## config.mk

```make
export PLATFORM = sky130hd
export DESIGN_NAME = sprite_entry_tile_expander_unit
export DESIGN_NICKNAME = d
export VERILOG_FILES = /design/src/design/sete_pkg.sv /design/src/design/sete_ctrl.sv /design/src/design/sete_datapath.sv /design/src/design/sprite_entry_tile_expander_unit.sv
export SDC_FILE = /design/constraint.sdc
export NUM_CORES = 1
export LEC_CHECK = 0
export CAP_MARGIN = 15
export CORE_UTILIZATION = 39
export DETAILED_ROUTE_END_ITERATION = 8
export DONT_BUFFER_PORTS = 1
export HOLD_SLACK_MARGIN = 0.08
export PLACE_DENSITY = 0.51
export SLEW_MARGIN = 20
export SYNTH_ARGS = -nofsm -noshare
export SYNTH_HDL_FRONTEND = slang
export SYNTH_SLANG_ARGS = --single-unit
```

## constraint.sdc

```tcl
create_clock -name clk -period 8.85 [get_ports clk]
set_input_delay 2.2125 -clock clk [delete_from_list [all_inputs] [get_ports clk]]
set_output_delay 2.2125 -clock clk [all_outputs]
set_load 0.02 [all_outputs]
```

## src/design/sete_pkg.sv

```systemverilog
// Shared types, register indexes and helper functions for the sprite entry tile expander.
// No dependencies; used by the controller, the datapath and the top level.
`timescale 1ns / 1ps
`default_nettype none

package sete_pkg;

  localparam int CFG_IDX_W = 1;

  localparam logic [CFG_IDX_W-1:0] CFG_FLIP_SCREEN  = 1'd0;
  localparam logic [CFG_IDX_W-1:0] CFG_SQUARE_SIZES = 1'd1;

  localparam logic [1:0] PRIO_NONE = 2'd0;
  localparam logic [1:0] PRIO_LOW  = 2'd1;
  localparam logic [1:0] PRIO_MID  = 2'd2;
  localparam logic [1:0] PRIO_HIGH = 2'd3;

  localparam int ATTR_ENABLE_BIT = 2;

  typedef struct packed {
    logic [15:0] attr_word;
    logic [15:0] code_word;
    logic [15:0] size_color_word;
    logic [15:0] y_word;
    logic [15:0] x_word;
  } entry_t;

  typedef struct packed {
    logic load;
    logic step;
  } dp_cmd_t;

  typedef struct packed {
    logic out_full;
    logic last_cell;
  } dp_sts_t;

  // Largest cell index along one axis for a log2 size.
  function automatic logic [2:0] size_max(input logic [1:0] lg);
    logic [2:0] m;
    case (lg)
      2'd0:    m = 3'd0;
      2'd1:    m = 3'd1;
      2'd2:    m = 3'd3;
      default: m = 3'd7;
    endcase
    return m;
  endfunction

  // Interleave column and row bits: x0, y0, x1, y1, x2, y2 from the lowest bit.
  function automatic logic [5:0] morton(input logic [2:0] cx, input logic [2:0] cy);
    return {cy[2], cx[2], cy[1], cx[1], cy[0], cx[0]};
  endfunction

endpackage

`default_nettype wire

```

## src/design/sete_ctrl.sv

```systemverilog
// Controller state machine of the sprite entry tile expander.
// Depends on sete_pkg for the command and status structs.
`timescale 1ns / 1ps
`default_nettype none

module sete_ctrl (
  input  wire                clk,
  input  wire                rst_n,
  input  wire                in_tvalid,
  input  wire                in_enable,
  input  wire                out_tready,
  input  sete_pkg::dp_sts_t  sts,
  output logic               in_tready,
  output sete_pkg::dp_cmd_t  cmd
);

  typedef enum logic {
    ST_IDLE,
    ST_RUN
  } state_t;

  state_t state_r;
  state_t state_nxt;

  always_comb begin
    in_tready = (state_r == ST_IDLE);
    cmd.load  = (state_r == ST_IDLE) && in_tvalid && in_enable;
    cmd.step  = (state_r == ST_RUN) && (!sts.out_full || out_tready);
    state_nxt = state_r;
    unique case (state_r)
      ST_IDLE: begin
        if (cmd.load) begin
          state_nxt = ST_RUN;
        end
      end
      ST_RUN: begin
        if (cmd.step && sts.last_cell) begin
          state_nxt = ST_IDLE;
        end
      end
      default: state_nxt = ST_IDLE;
    endcase
  end

  always_ff @(posedge clk) begin
    if (!rst_n) begin
      state_r <= ST_IDLE;
    end else begin
      state_r <= state_nxt;
    end
  end

  a_last_returns_idle: assert property (@(posedge clk) disable iff (!rst_n)
    (cmd.step && sts.last_cell) |=> (state_r == ST_IDLE))
    else $error("controller did not return to idle after the last tile");

  a_enabled_entry_runs: assert property (@(posedge clk) disable iff (!rst_n)
    (in_tvalid && in_tready && in_enable) |=> (state_r == ST_RUN))
    else $error("enabled entry did not start a run");

  a_no_step_when_blocked: assert property (@(posedge clk) disable iff (!rst_n)
    (sts.out_full && !out_tready) |-> !cmd.step)
    else $error("tile issued into a full output register");

endmodule

`default_nettype wire

```

## src/design/sete_datapath.sv

```systemverilog
// Datapath of the sprite entry tile expander: entry decode, cell counters and output register.
// Depends on sete_pkg for the entry type, command and status structs and helper functions.
`timescale 1ns / 1ps
`default_nettype none

module sete_datapath (
  input  wire                clk,
  input  wire                rst_n,
  input  sete_pkg::entry_t   entry,
  input  wire                flip_screen,
  input  wire                square_sizes,
  input  sete_pkg::dp_cmd_t  cmd,
  input  wire                out_tready,
  output sete_pkg::dp_sts_t  sts,
  output logic               out_valid,
  output logic [15:0]        tile_code,
  output logic [3:0]         tile_color,
  output logic               mirror_x,
  output logic               mirror_y,
  output logic signed [16:0] screen_x,
  output logic signed [16:0] screen_y,
  output logic [7:0]         layer_mask,
  output logic               last_tile
);

  logic [15:0]        code_r;
  logic [3:0]         color_r;
  logic               fx_r;
  logic               fy_r;
  logic [2:0]         wmax_r;
  logic [2:0]         hmax_r;
  logic signed [16:0] bx_r;
  logic signed [16:0] by_r;
  logic [7:0]         mask_r;
  logic [2:0]         col_r;
  logic [2:0]         row_r;

  logic               out_valid_r;
  logic [15:0]        tile_code_r;
  logic [3:0]         tile_color_r;
  logic               mirror_x_r;
  logic               mirror_y_r;
  logic signed [16:0] screen_x_r;
  logic signed [16:0] screen_y_r;
  logic [7:0]         layer_mask_r;
  logic               last_tile_r;

  logic [1:0]         lw;
  logic [1:0]         lh;
  logic [2:0]         wmax_nxt;
  logic [2:0]         hmax_nxt;
  logic signed [16:0] xs;
  logic signed [16:0] ys;
  logic [7:0]         mask_nxt;
  logic [2:0]         cx;
  logic [2:0]         cy;
  logic signed [16:0] offx;
  logic signed [16:0] offy;
  logic               last_cell;

  always_comb begin
    lw       = entry.size_color_word[1:0];
    lh       = square_sizes ? lw : entry.size_color_word[3:2];
    wmax_nxt = sete_pkg::size_max(lw);
    hmax_nxt = sete_pkg::size_max(lh);
    xs       = {entry.x_word[15], entry.x_word};
    ys       = {entry.y_word[15], entry.y_word};
    unique case (entry.attr_word[7:6])
      sete_pkg::PRIO_NONE: mask_nxt = 8'h00;
      sete_pkg::PRIO_LOW:  mask_nxt = 8'hf0;
      sete_pkg::PRIO_MID:  mask_nxt = 8'hfc;
      sete_pkg::PRIO_HIGH: mask_nxt = 8'hfe;
      default:             mask_nxt = 8'h00;
    endcase
  end

  always_comb begin
    cx        = col_r ^ (fx_r ? wmax_r : 3'd0);
    cy        = row_r ^ (fy_r ? hmax_r : 3'd0);
    offx      = {11'd0, cx, 3'd0};
    offy      = {11'd0, cy, 3'd0};
    last_cell = (col_r == wmax_r) && (row_r == hmax_r);
  end

  always_ff @(posedge clk) begin
    if (cmd.load) begin
      code_r  <= entry.code_word & ~{10'd0, sete_pkg::morton(wmax_nxt, hmax_nxt)};
      color_r <= entry.size_color_word[7:4];
      fx_r    <= entry.attr_word[0];
      fy_r    <= entry.attr_word[1];
      wmax_r  <= wmax_nxt;
      hmax_r  <= hmax_nxt;
      bx_r    <= flip_screen ? (17'sd248 - xs) : xs;
      by_r    <= flip_screen ? (17'sd248 - ys) : ys;
      mask_r  <= mask_nxt;
      col_r   <= 3'd0;
      row_r   <= 3'd0;
    end else if (cmd.step) begin
      if (col_r == wmax_r) begin
        col_r <= 3'd0;
        row_r <= row_r + 3'd1;
      end else begin
        col_r <= col_r + 3'd1;
      end
    end
  end

  always_ff @(posedge clk) begin
    if (!rst_n) begin
      out_valid_r <= 1'b0;
    end else if (cmd.step) begin
      out_valid_r <= 1'b1;
    end else if (out_tready) begin
      out_valid_r <= 1'b0;
    end
  end

  always_ff @(posedge clk) begin
    if (cmd.step) begin
      tile_code_r  <= code_r | {10'd0, sete_pkg::morton(col_r, row_r)};
      tile_color_r <= color_r;
      mirror_x_r   <= fx_r ^ flip_screen;
      mirror_y_r   <= fy_r ^ flip_screen;
      screen_x_r   <= flip_screen ? (bx_r - offx) : (bx_r + offx);
      screen_y_r   <= flip_screen ? (by_r - offy) : (by_r + offy);
      layer_mask_r <= mask_r;
      last_tile_r  <= last_cell;
    end
  end

  always_comb begin
    sts.out_full  = out_valid_r;
    sts.last_cell = last_cell;
    out_valid     = out_valid_r;
    tile_code     = tile_code_r;
    tile_color    = tile_color_r;
    mirror_x      = mirror_x_r;
    mirror_y      = mirror_y_r;
    screen_x      = screen_x_r;
    screen_y      = screen_y_r;
    layer_mask    = layer_mask_r;
    last_tile     = last_tile_r;
  end

  a_load_clears_cells: assert property (@(posedge clk) disable iff (!rst_n)
    cmd.load |=> (col_r == 3'd0) && (row_r == 3'd0))
    else $error("cell counters not cleared on a new entry");

  a_step_fills_output: assert property (@(posedge clk) disable iff (!rst_n)
    cmd.step |=> out_valid_r)
    else $error("issued tile did not reach the output register");

endmodule

`default_nettype wire

```

## src/design/sprite_entry_tile_expander_unit.sv

```systemverilog
// Top level of the sprite entry tile expander: configuration registers and stream ports.
// Depends on sete_pkg, sete_ctrl and sete_datapath.
//
// One five-word sprite entry arrives per input word on the in_ channel. An entry
// with its enable bit clear is taken without a run and gives no output. An enabled
// entry of W by H tiles gives W*H tile words on the out_ channel, row by row, the
// final one marked by out_tlast; W and H are each 1, 2, 4 or 8, so up to 64 words.
// The cell counters step once per cycle while the output register can take a word;
// each step puts one tile word into the output register, built from the entry
// registers loaded when the entry was taken. A new entry is taken as soon as the
// previous one's last tile has entered the output register, even while that word waits.
// While the output register is full and out_tready is low, the word stays and the
// counters stop. Reset clears both configuration registers and empties the output
// register. The user must write configuration through cfg_we, cfg_addr and cfg_wdata
// only while the block is idle (not enforced); index 0 is flip_screen, 1 square_sizes.
`timescale 1ns / 1ps
`default_nettype none

module sprite_entry_tile_expander_unit (
  input  wire                              clk,
  input  wire                              rst_n,
  input  wire                              in_tvalid,
  output logic                             in_tready,
  // attr_word, code_word, size_color_word, y_word, x_word
  input  wire  [79:0]                      in_tdata,
  output logic                             out_tvalid,
  input  wire                              out_tready,
  // tile_code, tile_color, mirror_x, mirror_y, screen_x, screen_y, layer_mask
  output logic [63:0]                      out_tdata,
  output logic                             out_tlast,
  input  wire                              cfg_we,
  input  wire  [sete_pkg::CFG_IDX_W-1:0]   cfg_addr,
  input  wire  [0:0]                       cfg_wdata
);

  logic flip_screen_r;
  logic square_sizes_r;

  sete_pkg::entry_t  entry;
  sete_pkg::dp_cmd_t cmd;
  sete_pkg::dp_sts_t sts;

  logic [15:0]        tile_code;
  logic [3:0]         tile_color;
  logic               mirror_x;
  logic               mirror_y;
  logic signed [16:0] screen_x;
  logic signed [16:0] screen_y;
  logic [7:0]         layer_mask;

  always_ff @(posedge clk) begin
    if (!rst_n) begin
      flip_screen_r  <= 1'b0;
      square_sizes_r <= 1'b0;
    end else if (cfg_we) begin
      unique case (cfg_addr)
        sete_pkg::CFG_FLIP_SCREEN:  flip_screen_r  <= cfg_wdata[0];
        sete_pkg::CFG_SQUARE_SIZES: square_sizes_r <= cfg_wdata[0];
        default: ;
      endcase
    end
  end

  always_comb begin
    entry.attr_word       = in_tdata[15:0];
    entry.code_word       = in_tdata[31:16];
    entry.size_color_word = in_tdata[47:32];
    entry.y_word          = in_tdata[63:48];
    entry.x_word          = in_tdata[79:64];
  end

  sete_ctrl u_ctrl (
    .clk        (clk),
    .rst_n      (rst_n),
    .in_tvalid  (in_tvalid),
    .in_enable  (entry.attr_word[sete_pkg::ATTR_ENABLE_BIT]),
    .out_tready (out_tready),
    .sts        (sts),
    .in_tready  (in_tready),
    .cmd        (cmd)
  );

  sete_datapath u_datapath (
    .clk          (clk),
    .rst_n        (rst_n),
    .entry        (entry),
    .flip_screen  (flip_screen_r),
    .square_sizes (square_sizes_r),
    .cmd          (cmd),
    .out_tready   (out_tready),
    .sts          (sts),
    .out_valid    (out_tvalid),
    .tile_code    (tile_code),
    .tile_color   (tile_color),
    .mirror_x     (mirror_x),
    .mirror_y     (mirror_y),
    .screen_x     (screen_x),
    .screen_y     (screen_y),
    .layer_mask   (layer_mask),
    .last_tile    (out_tlast)
  );

  assign out_tdata = {layer_mask, screen_y, screen_x, mirror_y, mirror_x, tile_color, tile_code};

endmodule

`default_nettype wire

```

==> results of run 1 <==
cell families (layout without fill, tap and decap cells):
family / Yosys count / after routing
muxes: 5 / 5
adders and majority gates: 38 / 38
AOI/OAI and AO/OA: 112 / 112
xor gates and xnor gates: 67 / 67
and+or+nand+nor: 145 / 145
other: 1 / 1
buffers and inverters: 56 / 68
DFF: 135 / 135
worst max-delay path by stage:
stage                 from                  end  slack (ns)  depth (start not counted)
6_report        out_tready  u_datapath.row_r[1]        5.32                          7
5_1_grt         out_tready  u_datapath.row_r[1]        5.09                          7
3_3_place_gp    out_tready  u_datapath.row_r[1]        4.87                          7
2_1_floorplan  in_tdata[2]   u_datapath.bx_r[0]        4.11                          2
3_5_place_dp    out_tready  u_datapath.row_r[1]        4.84                          7
4_1_cts         out_tready  u_datapath.row_r[1]        5.27                          7
registers in the layout (all words and copies together), names as in the netlist, 3 cells and up:
register and flops:
u_datapath.bx_r 17, u_datapath.by_r 17, u_datapath.screen_x 17, u_datapath.screen_y 17
u_datapath.code_r 16, u_datapath.tile_code 16, u_datapath.color_r 4, u_datapath.tile_color 4
u_datapath.col_r 3, u_datapath.hmax_r 3, u_datapath.layer_mask 3, u_datapath.mask_r 3
u_datapath.row_r 3, u_datapath.wmax_r 3
cells in the final DEF, fill, tap and decap left out, types with 9 or more instances in the layout:
cell type,n
sky130_fd_sc_hd__edfxtp_1,125
sky130_fd_sc_hd__xnor2_1,48
sky130_fd_sc_hd__nand2_1,40
sky130_fd_sc_hd__ha_1,36
sky130_fd_sc_hd__inv_1,33
sky130_fd_sc_hd__o21ai_0,33
sky130_fd_sc_hd__nor2_1,26
sky130_fd_sc_hd__a21oi_1,23
sky130_fd_sc_hd__xor2_1,19
sky130_fd_sc_hd__clkbuf_16,17
sky130_fd_sc_hd__or2_2,12
sky130_fd_sc_hd__a21o_1,12
sky130_fd_sc_hd__nor3_1,12
sky130_fd_sc_hd__nand2b_1,11
sky130_fd_sc_hd__nand3_1,10
sky130_fd_sc_hd__nor2b_1,9
sky130_fd_sc_hd__dfxtp_1,9
power by group through the flow:
stage               registers (W)  clock network (W)  logic, W
detailed placement       0.000850                  0  0.000378
global route             0.000842           0.000734  0.000429
CTS                      0.000837           0.000711  0.000380
global placement         0.000849                  0  0.000370
finish                   0.000836           0.000694  0.000377
floorplan                0.000836                  0  0.000312
cell type report:
type                       instances  area share (%)
inverter                          34            1.68
timing repair buffer               2           0.198
clock inverter                    15            2.11
sequential                       135            52.2
clock buffer                      17            5.61
tap                              220            3.63
multi-input combinational        368            34.6
routing by layer:
layer	GRT usage (%)	vias up	routed length (um)
li1	-	2026	-
met1	20.1	1903	6230
met2	22.5	147	5790
met3	5.71	16	961
met4	6.37	0	180
met5	0	-	0
stage by stage:
stage	hold WS [ns]	std cells	cell area (um2)
after floorplan	0.400	559	6820
after global placement	0.401	759	7000
after detailed placement	0.405	759	7000
after CTS	0.418	791	7580
after global routing	0.429	791	7580
final	0.418	791	7580
==> reports/results.txt, run 1 <==
The run gives 2 as the largest buffer count on any clock path. The distinct cell type count of the synthesized netlist came out at 59. For the worst flop-to-flop path, the logic depth is 11.

The class of the most critical hold timing path is reg -> reg. For the final routed database, the setup TNS stands at 0 ns. The share of total power dissipated in sequential elements is 43.8%. For the cell area after synthesis, the log shows 0.00682 mm2.

The synthesized design contains 125 enable-type register cells. Critical setup path kind: in -> reg. TritonCTS built the clock tree. Entering global routing, the biggest net connects 73 pins. Timing analysis after detailed placement gives a worst setup slack of 4.84 ns.

The synthesis-to-finish area growth was 11.2%. The post-synthesis adder-cell area fraction is 7.19%, and the clock latency on the worst-skew pair is 0.42 ns. At the worst endpoint, the required time is 9.12 ns. For this design the ratio of total power to cell area is 252 mW/mm2. The worst pin sits at a relative slew slack of 32.9%.

The tools report the core area as 0.0168 mm2. For this design, the CTS-stage hold fixing added 0 buffers. Sorting the synthesized cells by area gives the leading types as sky130_fd_sc_hd__edfxtp_1 55%, sky130_fd_sc_hd__ha_1 6.6%, sky130_fd_sc_hd__xnor2_1 6.2%, sky130_fd_sc_hd__dfxtp_1 2.9%, sky130_fd_sc_hd__xor2_1 2.4%. The average instance area after synthesis is 12.2 um2, and the area fraction in compound gates after synthesis is 10.7%. The leakage power figure is 2.77 nW, and the post-layout net count is 683. In this run the tool buffered the top-level ports with 0 buffer cells. For this run, the share of the core covered by cells in the final layout is 45.1%.

For this run, design rule violations remaining after detail routing come to 0. After detailed routing, the number of vias per cell comes to 5.17. The maximum VDD drop was 0.000152 V. For this run, asynchronously set or reset flops after synthesis account for 0%. STA classifies the critical path startpoint as an input pin.

In this run the post-CTS setup repair buffer count came out at 0. Gates resized during post-CTS repair numbered 0. The routed layout has 4092 vias. The startpoint identified for the worst hold timing path is u_datapath.code_r[8]. For this design, the sink count on the clock tree is 135. Counting instances, the worst hold path has a depth of 0.

The run finished with clean final reports. The worst register-to-register path begins at u_datapath.row_r[1]. The pin slew with the least headroom to its limit is 1.01 ns, and the final routed wirelength across all metal layers is 13200 um.

The layout has 1575 filler cells. The top-area cell type share of the netlist area came out at 55.1%. The H-tree generated during clock tree synthesis spans 4 levels.

The first TritonRoute pass finished after 6 iterations. The count of buffering cells on the critical path with inverters included was 2; the die span in x was 134 um. The die covers 0.0180 mm2. The worst setup path is captured at a register. Across all register-to-register paths, the minimum setup slack is 5.53 ns.

Highest fanout seen on the critical path: 60. The first global-routing pass estimated 20600 um of wire. By area, the combinational part of the netlist is dominated by simple AND/OR/NAND/NOR gates.

Per report_power, the clock group accounts for 36.4% of the total. The synthesized design spends more area on one cell type than any other, namely sky130_fd_sc_hd__edfxtp_1. Cell with the most instances after synthesis: sky130_fd_sc_hd__edfxtp_1.

Setup violations remaining at the end of the flow were counted as 0. On the worst path, the slowest cell contributes a delay of 0.63 ns. After layout, the worst path uses 39.9% of the clock period. Once detail routing completed, the nets flagged for antenna violations numbered 0. Ranked by instance count, the synthesized netlist is headed by 125 x sky130_fd_sc_hd__edfxtp_1, 48 x sky130_fd_sc_hd__xnor2_1, 40 x sky130_fd_sc_hd__nand2_1.

The total overflow left after global routing is 0. The multi-input combinational cells in the finished layout cover a total of 0.00262 mm2. For the top-level I/O count, the log shows 154. Summing the areas of all xor and xnor instances in the mapped netlist gives 8.61% of the synthesized area. The logs give 15.3% for the total routing usage reported by global routing and 0.000572 W for the net switching power.

The total design power is 0.00191 W, and the final critical-path setup slack is 5.32 ns. The number of nets handed over by synthesis was 684. The switching part of the total is 30.0%.

The tools report the terminus of the critical flop-to-flop path as u_datapath.screen_y[16]. The share of synthesized area spent on multiplexers is 0.734%, and the gate count after technology mapping is 559. Between clock sinks in the finished design, the worst skew comes to 0.00989 ns.

After clock tree synthesis, the clock-pin slew on the worst setup and hold paths is 0.06 ns. Area occupied by registers: 0.00396 mm2. The number of synthesized register bits was 135; the number of violations of the max-capacitance limit was 0.

The simple-gate share of the synthesized area works out to 11.1%. After synthesis, flip-flops and latches occupy 58.0% of the total area. The hold path endpoint is u_datapath.tile_code[8].

After layout, the minimum clock period comes to 3.53 ns. The initial antenna violation count is 0. For the maximum frequency from static timing analysis, the log shows 283 MHz.

After detailed routing, the average wire length per cell comes to 16.6 um. Row generation in the floorplan step produced 47 rows. The run gives 40.5% as the effective utilization at floorplan.

In this run, the combinational gates consume 19.8% of the power. The commonest register cell after synthesis is sky130_fd_sc_hd__edfxtp_1. The signal on the critical path passes through nand2b_1, nand2_1, inv_2, buf_4, and2_1, mux2i_1, nor2_1. For the detailed placement HPWL, the log shows 9330 um. The number of clock buffers inserted by TritonCTS is 17, and the y dimension of the die is 134 um. Data arrives at the worst endpoint at 3.80 ns. In this run the clock root is driven by a sky130_fd_sc_hd__clkbuf_16. The post-route netlist has 10.3% of its cells at a drive strength greater than 1. For the internal portion of total power, the log shows 0.00134 W. The logs give 0 for the number of endpoints with negative hold slack in the final report and 3979 for the via count of the first global-routing pass. The congestion estimate from routability-driven global placement came to 0.813. The library cell contributing the largest single delay on the critical path is sky130_fd_sc_hd__buf_4. In this run, the number of DRC markers left after iteration 0 of detailed routing was 267. The logs give 0 for the total count of max-transition violations in the final report and 0 for the count of synthesis-stage warnings from yosys. Broken down by cell family, the worst path's largest delay share belongs to buffers and inverters. The run gives 0 as the antenna cell count. Setup repair after global routing left no endpoint under its margin.
Note: power is estimated with default switching activity, not from simulation.
==> inputs of run 2 (changes only) <==
- PLACE_DENSITY: 0.51 -> 0.53
- clock period: 8.85 -> 3 ns (I/O delays scaled with it)
==> run 2 against run 1 <==
Against the previous run: global-route usage rose by 0.24 points; sequential share of layout area shrank 2.9 points; die area unchanged; sequential power rose to 2.9 times the previous value; clock skew increased by 0.0074 ns.
==> reports/results.txt, run 2 (same netlist as run 1, synthesis figures left out) <==
The routed length per instance came out at 16.3 um (-1.9%). TritonCTS built the clock tree. The ratio of total power to cell area is 727 mW/mm2 (+190%). After layout, the worst path uses 96.8% of the clock period. The via count of the first global-routing pass is 4149 (+4.3%), and the initial antenna violation count is 0 (unchanged).

The logs give 1558 (-1.1%) for the filler cell count in the final layout and 40.5% (unchanged) for the effective utilization at floorplan. For the global placer's final weighted congestion, the log shows 0.864 (+6.3%). The overall via count from detail_route was 4240 (+3.6%); the biggest cell delay along the critical path was 0.43 ns (-0.20 ns). The cell area after layout was 0.00803 mm2 (+5.9%). On the critical path the largest part of the delay comes from compound AO/OA/AOI/OAI gates.

The run gives 4 (-2) as the count of TritonRoute iterations in the first routing pass. The area after detailed placement was 0.00732 mm2 (+4.7%). The final setup violation count came out at 0 (unchanged). Count of buffering cells on the critical path with inverters included: 0 (-2). The worst relative slew slack was 52.0% (+19 points). Y dimension of the die: 134 um (unchanged). The number of violations of the max-capacitance limit was 0 (unchanged).

The class of the most critical hold timing path was reg -> reg. The setup clock skew after layout was 0.0173 ns (+0.00743 ns); the top-level I/O count was 154 (unchanged). Initial detailed-routing violation count: 234 (-12%). The worst setup path is captured at a register. Leaving out fill and tap cells, the most frequent cell in the layout is sky130_fd_sc_hd__edfxtp_1. The number of endpoints with negative hold slack in the final report came out at 0 (unchanged). In the layout the commonest cells are 125 x sky130_fd_sc_hd__edfxtp_1, 46 x sky130_fd_sc_hd__xnor2_1, 42 x sky130_fd_sc_hd__buf_4.

The run gives 135 (unchanged) as the clock net sink count. The number of levels the H-tree was split into came out at 4 (unchanged). The highest fanout seen on the critical path is 5 (-92%), and the maximum VDD drop is 0.000394 V (+160%). For the quantity of hold-fixing buffers added after cts, the log shows 0 (unchanged).

Multi-input gate area in the final layout: 0.00273 mm2 (+4.2%). The run finished with clean final reports. The hold slack is 0.418 ns (-0.000450 ns). The flop-to-flop setup slack was 0.1 ns (-5.43 ns). The pin slew with the least headroom to its limit is 0.722 ns (-0.285 ns).

Library cell contributing the largest single delay on the critical path: sky130_fd_sc_hd__edfxtp_1. Largest buffer count on any clock path: 2 (unchanged). The count of standard-cell rows is 47 (unchanged). The critical setup path kind is reg -> reg. The tools report the antenna cell count as 0 (unchanged). The total routing usage reported by global routing came out at 15.5% (+0.24 points).

The logs give 17 (unchanged) for the number of clock buffers inserted by TritonCTS and 3.15 ns (-0.65 ns) for the critical path arrival. The area growth from synthesis to layout is 17.7%. STA classifies the critical path startpoint as a register. Timing would allow up to 345 MHz. The number of input and output port buffers inserted is 0 (unchanged).

The required time of the critical path came out at 3.25 ns (-5.87 ns). Final routed wirelength across all metal layers: 13600 um (+3.3%). CTS placed an instance of sky130_fd_sc_hd__clkbuf_16 at the clock tree root.

The average vias per placed instance is 5.09 (-1.6%). For the maximum number of pins on one net before global-route repair, the log shows 41 (-44%). The post-route minimum period was 2.90 ns. The clock slew at the register clock pins of the worst setup and hold paths came out at 0.06 ns (about the same). The signal on the critical path passes through xor2_1, o32a_1, nand2_1, ha_1, or2_4, ha_1, a21o_1, a31oi_1, a211oi_1, or3_1, a21oi_1.

The logs give 9870 um (+5.8%) for the detailed placement HPWL and 0 (unchanged) for the post-route DRC violation count. Core area: 0.0168 mm2 (unchanged). Count of nets left with antenna violations after detail routing: 0 (unchanged).

The library cell appearing most often on the critical path is sky130_fd_sc_hd__ha_1. The post-layout net count is 725 (+6.1%), and the global-route wire length before repair is 21200 um (+2.7%). The logs give 0 (unchanged) for the remaining global-route overflow and 0.42 ns (about the same) for the clock latency on the worst-skew pair. The tools report the total count of max-transition violations in the final report as 0 (unchanged). The die span in x was 134 um (unchanged); the fraction of final layout cells sized beyond drive strength 1 was 18.8% (+8.4 points). Overall die area: 0.0180 mm2 (unchanged). The leakage power figure is 2.98 nW (+7.7%), and the area occupied by registers is 0.00396 mm2 (about the same). Setup repair after global routing could not meet its margin everywhere.
run 2: cell types whose count changed in the layout (fill, tap and decap cells not counted), sizes merged:
| cell | previous run | this run |
|---|---|---|
| buf | 2 | 44 |
| inv | 42 | 37 |
| clkbuf | 17 | 19 |
| clkinvlp | 3 | 5 |
| bufinv | 1 | 2 |
run 2: report_power, final:
group	total, W	switching (W)	internal (W)
Sequential	0.00245	0.000162	0.00229
Combinational	0.00133	0.000697	0.000638
Clock	0.00205	0.000815	0.00123
run 2: path summary, 6_finish.rpt:
check,start,cells after the start,to
worst max-delay path,u_datapath.wmax_r[1],11,u_datapath.screen_x[14]
worst min-delay path,u_datapath.code_r[12],0,u_datapath.tile_code[12]
worst min register to register,u_datapath.code_r[12],0,u_datapath.tile_code[12]
worst max register to register,u_datapath.wmax_r[1],11,u_datapath.screen_x[14]
run 2: worst register-to-register path, stage by stage (launching register included):
cell and delay (ns):
sky130_fd_sc_hd__edfxtp_1 0.43, sky130_fd_sc_hd__xor2_1 0.20, sky130_fd_sc_hd__o32a_1 0.20, sky130_fd_sc_hd__nand2_1 0.08, sky130_fd_sc_hd__ha_1 0.19, sky130_fd_sc_hd__or2_4 0.29
sky130_fd_sc_hd__ha_1 0.31, sky130_fd_sc_hd__a21o_1 0.18, sky130_fd_sc_hd__a31oi_1 0.17, sky130_fd_sc_hd__a211oi_1 0.14, sky130_fd_sc_hd__or3_1 0.36, sky130_fd_sc_hd__a21oi_1 0.18
run 2: per-layer routing:
metal  track usage [%]  wire [um]  up-vias
li1                  -          -     2110
met1              19.7       6300     1976
met2              24.1       6210      139
met3              5.22        911       15
met4              6.43        178        0
met5                 0          0        -
run 2: per-stage QoR:
stage          worst slack, ns  cells  total power, W  utilization [%]  TNS [ns]
2_1_floorplan           0.0637    559         0.00338                -         0
3_3_place_gp           0.00861    799         0.00374             43.5         0
3_5_place_dp          -0.00767    799         0.00376             43.5  -0.00767
4_1_cts                 0.0341    831         0.00582             47.0         0
5_1_grt                -0.0400    833         0.00614             47.7   -0.0562
6_report                0.0973    833         0.00583             47.7         0
run 2: layout make-up:
class	count	share of cell area [%]
clock buffers	19	5.39
clock inverters	13	1.82
inverters	34	1.59
multi-input cells	368	34.0
flip-flops and latches	135	49.3
well taps	220	3.43
repair buffers	44	4.43
run 2: what timing repair did:
item                       in CTS  in global routing
setup endpoints to repair       3                 14
setup buffers                   0                  2
gates cloned                    0                  0
pin swaps                       0                  3
gates resized for setup         1                 21
==> inputs of run 3 (changes only) <==
- RECOVER_POWER: unset -> 50
==> run 3 against run 2 <==
Against the previous run: the flow now finishes with violations (capacitance limit, slew limit); utilization down 0.15 points; clock skew about the same; fmax up 0.10%; first-iteration DRC count down 11%; critical path depth unchanged; die area unchanged; wire length down 0.11%; register-to-register slack about the same; non-clock buffer count unchanged; total power down 0.17%; flip-flop and latch count unchanged; sequential share of layout area up 0.14 points; critical endpoint unchanged; largest power group unchanged.
==> reports/results.txt, run 3 (same netlist as run 1, synthesis figures left out) <==
The die span in x is 134 um (unchanged). The average vias per placed instance came out at 5.09 (about the same). The logs give 40.5% (unchanged) for the effective utilization at floorplan and 0 (unchanged) for the post-route DRC violation count. The hold path endpoint is u_datapath.tile_code[12]. The worst hold path stage count is 0 (unchanged). The worst register-to-register path ends at u_datapath.screen_x[14].

The share of the clock period used by the worst path came out at 96.7% (-0.098 points). The net switching power is 0.00167 W (-0.20%), and the maximum frequency from static timing analysis is 345 MHz (+0.10%). The setup clock skew after layout is 0.0169 ns (-0.000376 ns).

The buffer type at the clock tree root was sky130_fd_sc_hd__clkbuf_16. The required time of the critical path was 3.25 ns (about the same); the clock latency on the worst-skew pair was 0.42 ns (about the same). The number of levels the H-tree was split into is 4 (unchanged). The initial detailed-routing violation count was 209 (-11%); the core area was 0.0168 mm2 (unchanged).

The run finished, with violations left. Overall via count from detail_route: 4238 (-0.047%). The worst setup path is of the reg -> reg kind. The final routed wirelength across all metal layers is 13600 um (-0.11%).

The detailed placement HPWL was 9870 um (unchanged); the filler cell count in the final layout was 1563 (+0.32%). The run gives 0.10 ns (about the same) as the flop-to-flop setup slack. The routed length per instance works out to 16.3 um (-0.11%). The worst setup path is captured at a register. The worst hold path belongs to the class reg -> reg. The total count of max-transition violations in the final report was 40 (+40).

The checks that failed: capacitance limit, slew limit. For the total routing usage reported by global routing, the log shows 15.5% (unchanged). The number of input and output port buffers inserted was 0 (unchanged); the number of non-filler instances in the completed layout was 833 (unchanged). STA classifies the critical path startpoint as a register.

Setup repair after global routing could not meet its margin everywhere. The logs give -0.00767 ns (unchanged) for the post-place setup slack and 0 (unchanged) for the number of endpoints with negative hold slack in the final report. The count of TritonRoute iterations in the first routing pass was 4 (unchanged). The number of cell instances on the worst register-to-register path works out to 11 (unchanged). For the clock net sink count, the log shows 135 (unchanged). The number of clock buffers inserted by TritonCTS is 17 (unchanged), and the count of standard-cell rows is 47 (unchanged). TritonCTS built the clock tree.

Pin slew with the least headroom to its limit: 1.82 ns (+1.10 ns). The antenna cell count was 0 (unchanged); the final critical-path setup slack was 0.100 ns (+0.00294 ns). The run gives 41 (unchanged) as the maximum number of pins on one net before global-route repair. The run gives 0 (unchanged) as the initial antenna violation count. The startpoint identified for the worst hold timing path is u_datapath.code_r[12]. The area occupied by registers was 0.00396 mm2 (about the same); the synthesis-to-finish area growth was 17.3%.

The logs give 0 (unchanged) for the remaining global-route overflow and 0.00415 W (-0.16%) for the internal portion of total power. The y dimension of the die was 134 um (unchanged); the leakage power figure was 2.96 nW (-0.65%). The top cell types in the final layout, fill and taps aside, are 125 x sky130_fd_sc_hd__edfxtp_1, 46 x sky130_fd_sc_hd__xnor2_1, 40 x sky130_fd_sc_hd__nand2_1. The largest buffer count on any clock path was 2 (unchanged); the multi-input gate area in the final layout was 0.00273 mm2 (-0.18%). The run gives 799 (unchanged) as the placed instance count. The tools report the worst relative slew slack as -21.6% (-74 points). Post-route minimum period: 2.90 ns (-0.00294 ns). The global-route wire length before repair is 21200 um (unchanged). The run gives 35.1% (about the same) as the clock share of power. Critical path arrival: 3.15 ns (about the same). The highest fanout seen on the critical path was 5 (unchanged); the combinational power share was 22.8% (about the same). The clock slew at the register clock pins of the worst setup and hold paths works out to 0.06 ns (about the same).

The ratio of total power to cell area was 728 mW/mm2 (+0.14%); the final setup violation count was 0 (unchanged). The global placer's final weighted congestion was 0.864 (unchanged); the via count of the first global-routing pass was 4149 (unchanged). The sequential cell fraction of total power is 42.1% (about the same). The tools report the number of violations of the max-capacitance limit as 1 (+1).

The final core utilization is 47.6% (-0.15 points), and the fraction of final layout cells sized beyond drive strength 1 is 17.5% (-1.3 points). The switching part of the total is 28.7% (about the same). The run gives 154 (unchanged) as the top-level I/O count. The run gives 725 (unchanged) as the post-layout net count.

The tools report the overall die area as 0.0180 mm2 (unchanged). Most common cell after layout, fill and taps aside: sky130_fd_sc_hd__edfxtp_1. The tools report the count of nets left with antenna violations after detail routing as 0 (unchanged).

The tools report the worst flop-to-flop path startpoint as u_datapath.wmax_r[1]. The maximum VDD drop came out at 0.000394 V (about the same).
[run 3: how the worst max path moves through the flow]
stage / start / end / slack (ns) / cells after the start
after floorplan: u_datapath.col_r[1] / u_datapath.screen_x[16] / 0.06 / 12
after global placement: u_datapath.row_r[1] / u_datapath.screen_y[16] / 0.009 / 12
after detailed placement: u_datapath.row_r[1] / u_datapath.screen_y[14] / -0.008 / 12
after CTS: u_datapath.hmax_r[1] / u_datapath.screen_y[14] / 0.03 / 12
after global routing: flip_screen_r / u_datapath.screen_y[16] / -0.05 / 10
final: u_datapath.wmax_r[1] / u_datapath.screen_x[14] / 0.10 / 11
[run 3: repair_timing]
| item | CTS | global route |
|---|---|---|
| pin swaps | 0 | 3 |
| gates resized for setup | 1 | 21 |
| hold buffers | 0 | 0 |
| setup endpoints to repair | 3 | 14 |
| setup buffers | 0 | 2 |
[run 3: layout make-up]
class	instances	area share [%]
clock buffers	19	5.41
multi-input cells	368	34.1
flip-flops and latches	135	49.4
clock inverters	13	1.83
inverters	34	1.60
well taps	220	3.44
repair buffers	44	4.21
[run 3: per-layer routing]
layer / GRT usage (%) / wire length, um / up-vias
met1: 19.7 / 6260 / 1971
met5: 0 / 0 / -
met3: 5.22 / 923 / 13
met4: 6.43 / 161 / 0
li1: - / - / 2107
met2: 24.1 / 6240 / 147
[run 3: worst max-delay path, cell delays in order (launching register included)]
cell and delay (ns):
sky130_fd_sc_hd__edfxtp_1 0.43, sky130_fd_sc_hd__xor2_1 0.20, sky130_fd_sc_hd__o32a_1 0.20, sky130_fd_sc_hd__nand2_1 0.08, sky130_fd_sc_hd__ha_1 0.19, sky130_fd_sc_hd__or2_4 0.29, sky130_fd_sc_hd__ha_1 0.31, sky130_fd_sc_hd__a21o_1 0.18
sky130_fd_sc_hd__a31oi_1 0.17, sky130_fd_sc_hd__a211oi_1 0.14, sky130_fd_sc_hd__or3_1 0.36, sky130_fd_sc_hd__a21oi_1 0.18
[run 3: per-stage QoR]
stage / setup TNS [ns] / total power [W] / hold WS, ns / instance area [um2]
global route: -0.0629 / 0.00613 / 0.403 / 8000
global placement: 0 / 0.00374 / 0.401 / 7320
finish: 0 / 0.00582 / 0.418 / 8000
detailed placement: -0.00767 / 0.00376 / 0.405 / 7320
floorplan: 0 / 0.00338 / 0.400 / 6820
CTS: 0 / 0.00582 / 0.407 / 7900
[run 3: power groups by stage]
stage / combinational, W / clock, W / sequential [W]
finish: 0.00133 / 0.00204 / 0.00245
global placement: 0.00126 / 0 / 0.00249
floorplan: 0.000920 / 0 / 0.00246
global route: 0.00149 / 0.00217 / 0.00247
detailed placement: 0.00127 / 0 / 0.00249
CTS: 0.00128 / 0.00209 / 0.00245
